<file path="config.mk">
export PLATFORM = sky130hd
export DESIGN_NAME = puswrl_ctrl
export DESIGN_NICKNAME = d
export VERILOG_FILES = /design/src/rtl/per_user_sliding_window_rate_limiter_macros.svh /design/src/rtl/puswrl_pkg.sv /design/src/rtl/puswrl_ctrl.sv
export SDC_FILE = /design/constraint.sdc
export NUM_CORES = 1
export LEC_CHECK = 0
export BUFFER_PORTS_ARGS = -buffer_cell sky130_fd_sc_hd__buf_4
export CELL_PAD_IN_SITES_DETAIL_PLACEMENT = 0
export CELL_PAD_IN_SITES_GLOBAL_PLACEMENT = 1
export CORE_MARGIN = 4
export CORE_UTILIZATION = 27
export DETAILED_ROUTE_END_ITERATION = 6
export PLACE_DENSITY = 0.75
export SLEW_MARGIN = 20
export SYNTH_ARGS = -nofsm -noshare
export SYNTH_HDL_FRONTEND = slang
export SYNTH_SLANG_ARGS = --single-unit
export TNS_END_PERCENT = 50
</file>
<file path="constraint.sdc">
create_clock -name clk -period 1.1 [get_ports clk]
set_clock_uncertainty 0.05 [all_clocks]
set_input_delay 0.055 -clock clk [delete_from_list [all_inputs] [get_ports clk]]
set_output_delay 0.055 -clock clk [all_outputs]
set_load 0.02 [all_outputs]
</file>
<file path="src/rtl/per_user_sliding_window_rate_limiter_macros.svh">
// Assertion macros for the per-user sliding-window rate limiter.
// Included by the top level; no dependencies. Bodies vanish when SYNTH is defined.
`ifndef PER_USER_SLIDING_WINDOW_RATE_LIMITER_MACROS_SVH
`define PER_USER_SLIDING_WINDOW_RATE_LIMITER_MACROS_SVH

`ifndef SYNTH
// Same-cycle implication, checked outside reset
`define PUSWRL_ASSERT_NOW(lbl, ante, cons) \
  lbl: assert property (@(posedge clk) disable iff (rst) (ante) |-> (cons)) \
    else $error("rate limiter assertion failed");
// Next-cycle implication, checked outside reset
`define PUSWRL_ASSERT_NEXT(lbl, ante, cons) \
  lbl: assert property (@(posedge clk) disable iff (rst) (ante) |=> (cons)) \
    else $error("rate limiter assertion failed");
`else
`define PUSWRL_ASSERT_NOW(lbl, ante, cons)
`define PUSWRL_ASSERT_NEXT(lbl, ante, cons)
`endif

`endif

</file>
<file path="src/rtl/puswrl_pkg.sv">
// Shared constants, state encoding and controller/datapath interface structs
// for the per-user sliding-window rate limiter. No dependencies.
package puswrl_pkg;

  localparam int USER_W     = 6;
  localparam int LIMIT_W    = 4;
  localparam int WINDOW_W   = 20;
  localparam int CFG_IDX_W  = 2;
  localparam int CFG_DATA_W = 20;
  localparam int QUOT_SHIFT = 20;

  // Configuration register indexes
  localparam logic [CFG_IDX_W-1:0] CFG_MESSAGE_LIMIT = 2'd0;
  localparam logic [CFG_IDX_W-1:0] CFG_COMMAND_LIMIT = 2'd1;
  localparam logic [CFG_IDX_W-1:0] CFG_WINDOW_TICKS  = 2'd2;

  // Configuration reset values
  localparam logic [LIMIT_W-1:0]  MESSAGE_LIMIT_RST = 4'd5;
  localparam logic [LIMIT_W-1:0]  COMMAND_LIMIT_RST = 4'd5;
  localparam logic [WINDOW_W-1:0] WINDOW_TICKS_RST  = 20'd10000;

  typedef enum logic [3:0] {
    ST_CLEAR,
    ST_IDLE,
    ST_QUOT,
    ST_SLOT,
    ST_META_RD,
    ST_META,
    ST_APPEND,
    ST_PRUNE,
    ST_WB,
    ST_DONE
  } ctrl_state_t;

  typedef struct packed {
    logic clr_step;
    logic load_in;
    logic calc_quot;
    logic calc_slot;
    logic meta_rd;
    logic meta_load;
    logic append;
    logic prune_step;
    logic meta_wr;
    logic out_load;
  } dp_cmd_t;

  typedef struct packed {
    logic clr_last;
    logic rec_mode;
    logic meta_known;
    logic prune_done;
    logic out_free;
  } dp_status_t;

endpackage

</file>
<file path="src/rtl/puswrl_ctrl.sv">
// Sequencing state machine of the rate limiter: clear pass, item intake,
// lookup, append, prune walk, write-back and result hand-off. Uses puswrl_pkg.
module puswrl_ctrl (
  input  logic                   clk,
  input  logic                   rst,
  input  logic                   in_valid,
  output logic                   in_stall,
  output puswrl_pkg::dp_cmd_t    cmd,
  input  puswrl_pkg::dp_status_t status
);
  import puswrl_pkg::*;

  ctrl_state_t state;
  ctrl_state_t state_next;

  // State register
  always_ff @(posedge clk) begin
    if (rst) begin
      state <= ST_CLEAR;
    end else begin
      state <= state_next;
    end
  end

  // Next state and commands
  always_comb begin
    state_next = state;
    cmd        = '0;
    in_stall   = 1'b1;
    unique case (state)
      ST_CLEAR: begin
        cmd.clr_step = 1'b1;
        if (status.clr_last) begin
          state_next = ST_IDLE;
        end
      end
      ST_IDLE: begin
        in_stall = 1'b0;
        if (in_valid) begin
          cmd.load_in = 1'b1;
          state_next  = ST_QUOT;
        end
      end
      ST_QUOT: begin
        cmd.calc_quot = 1'b1;
        state_next    = ST_SLOT;
      end
      ST_SLOT: begin
        cmd.calc_slot = 1'b1;
        state_next    = ST_META_RD;
      end
      ST_META_RD: begin
        cmd.meta_rd = 1'b1;
        state_next  = ST_META;
      end
      ST_META: begin
        cmd.meta_load = 1'b1;
        if (status.rec_mode) begin
          state_next = ST_APPEND;
        end else if (status.meta_known) begin
          state_next = ST_PRUNE;
        end else begin
          state_next = ST_WB;
        end
      end
      ST_APPEND: begin
        cmd.append = 1'b1;
        state_next = ST_PRUNE;
      end
      ST_PRUNE: begin
        cmd.prune_step = 1'b1;
        if (status.prune_done) begin
          state_next = ST_WB;
        end
      end
      ST_WB: begin
        cmd.meta_wr = 1'b1;
        state_next  = ST_DONE;
      end
      ST_DONE: begin
        if (status.out_free) begin
          cmd.out_load = 1'b1;
          state_next   = ST_IDLE;
        end
      end
      default: begin
        state_next = ST_IDLE;
      end
    endcase
  end

endmodule

</file>
==> results.txt <==
GR Util All Layers = 15.6%
Synth warn = 0
Top delay family on crit path = buffers and inverters
Die height = 46.8 um
Place WS = -132 ps
Largest registers = state (4)
Primary FF master, synth = dfxtp_1
Worst slew pin tran = 247 ps
CP max FO = 6
Synth area leaders = dfxtp_1, nor2_1, mux2i_1
Startpoint Class = flip-flop
Area leader, netlist = dfxtp_1
Die footprint = 0.00219 sq mm
Vias per cell = 5.11
Peak supply drop = 0.000446 V
Largest net degree at the start of global routing = 7
Synthesis-stage register bit count = 4
Clk slew on worst S/H paths = 40 ps
Largest register FFs = 4
Overall Power = 0.786 mW
Worst-path cell chain = buf_6 -> nor4b_4 -> buf_4 -> buf_6
Die width = 46.8 um
Cell Area, Synth = 407 sq um
Period Utilization, post-route = 122%
Synth Area per Inst = 7.97 sq um
Detailed-route DRC error count = 0
Number of flops mapped to enable cells by yosys = 0
Setup TNS Final = -2350 ps
Antenna violations before repair = 0
H-tree Lvls = 1
Type of the worst min-delay path = in2reg
Worst skew pair latency = 240 ps
Max incr delay on CP = 360 ps
Period minus WS final = 1350 ps
P_leak = 0.383 nW
Netlist cell types = 31
Remaining global-route overflow = 0
Hold Vio Cnt, Final = 0
Max frequency = 743 MHz
Worst EP required = 1000 ps
Vias in the first global route = 550
Initial Utilization = 29.8%
Failing checks = setup timing
RSZ-0062 raised after global routing = yes
Io pins = 19
Fill count = 119
Wire per inst = 14.2 um
FP Rows = 13
Register area = 95.1 sq um
Routed vias = 537
GP Congestion = 0.730
Starting DRT DRC Count = 5
Final nets = 100
Type of the worst setup path = reg2out
Area delta synth->final = 121%
CP bufs+invs = 3
Critical Path AT = 1240 ps
First-pass GRT wire length = 2.39 mm
Reg with most FFs = state
Seq/Total Area, Yosys = 19.7%
CTS tree = done
CTS Sinks = 4
Most common cell in the netlist = nor2_1
Post-synth top cells = nor2_1, dfxtp_1, a21oi_1, nand3_1, nor3_1
Post-Syn Nets = 59
Max Cap Violations = 0
Ys async rst share = 0%
Share of the synthesized area in the top cell type = 19.7%
Final ANT Viol Nets = 0
Root buffer cell = clkbuf_4
Total iterations of the first detailed-routing run = 4
Slew Limit Fails = 0
Multi-input gate area = 395 sq um
Worst setup margin = -245 ps
Clk buf depth = 2
# diodes = 0
Final setup fails = 15
Total CTS buffers = 3
Pwr/cell area = 874 mW/mm^2
R2R Setup Slk = -210 ps
Worst slew margin = 83.5%
Final WL = 1.50 mm
Gate Count Post-Synth = 51
Fraction of layout cells with a size suffix above 1 = 73.3%
Critical Path Slowest Stage Cell = dfxtp_4
Status = finished with violations
CP dominant cell by count = buf_6
Critical Path Sink Type = primary output
I/O Buffers = 18
Post-DP HPWL = 1.04 mm
Core box area = 0.00137 sq mm
## per-stage QoR
| step | hold slack [ps] | std cells | cell area (sq um) | util, % |
|---|---|---|---|---|
| floorplan | 73.9 | 51 | 444 | - |
| global placement | 233 | 94 | 678 | 49.6 |
| detailed placement | 231 | 94 | 678 | 49.6 |
| CTS | 57.7 | 103 | 825 | 60.3 |
| global route | 71.2 | 105 | 900 | 65.8 |
| finish | 65.9 | 105 | 900 | 65.8 |
## path summary, 6_finish.rpt
path | start | endpoint | cells past startpoint
worst max-delay path | state[0]$_SDFFE_PP0P_ | cmd[1] | 4
worst min register to register | state[0]$_SDFFE_PP0P_ | state[3]$_SDFFE_PP0P_ | 3
worst min-delay path | status[1] | state[1]$_SDFFE_PP0P_ | 3
worst max register to register | state[0]$_SDFFE_PP0P_ | state[3]$_SDFFE_PP0P_ | 5
## where the power goes
part           internal, mW  total, mW  switching [mW]
sequential            0.156      0.179          0.0235
combinational         0.226      0.423           0.197
clock                 0.122      0.184          0.0615
## area by class of cell
type / count / area share, %
timing repair buffer: 40 / 40.5
multi-input combinational: 42 / 43.9
sequential: 4 / 10.6
tap: 15 / 2.09
inverter: 1 / 0.417
clock buffer: 3 / 2.50
## cell families after synthesis
group,share of synthesized area [%]
flops,19.7
compound gates,22.5
simple gates,44.3
buf+inv,8.61
mux,4.92
## cell usage in the layout (no fill, tap or decap), types with 2 or more instances in the layout
cell type / Yosys / layout
buf_4: 2 / 25
buf_6: 1 / 13
nor2_1: 7 / 5
nor2_4: 0 / 4
dfxtp_4: 0 / 4
a21oi_1: 3 / 3
clkbuf_4: 0 / 3
nor3_2: 0 / 2
o31ai_2: 1 / 2
mux2i_1: 2 / 2
nand3_1: 3 / 2
## worst reg2reg max path: stages (launching register included)
cell     delay (ps)
dfxtp_4         360
buf_6           120
nor4b_4         280
buf_4           160
a31oi_4          30
o31ai_2         210
## per-layer routing
metal | part of all wire [%] | vias to the layer above | global-route usage [%]
li1 | - | 270 | -
met1 | 43 | 253 | 20.5
met2 | 52 | 12 | 23.6
met3 | 4.3 | 2 | 2.68
met4 | 0.53 | 0 | 9.39
met5 | 0 | - | 0
## timing repair
item                                    in CTS  in global routing
setup buffers                                5                  2
hold endpoints to repair                     1                  0
endpoints found under the setup margin      15                 15
hold buffers                                 1                  0
cloned                                       0                  0
gates resized for setup                     22                 12
pin swaps                                    5                  4
Power figures use the tool's default switching activity.
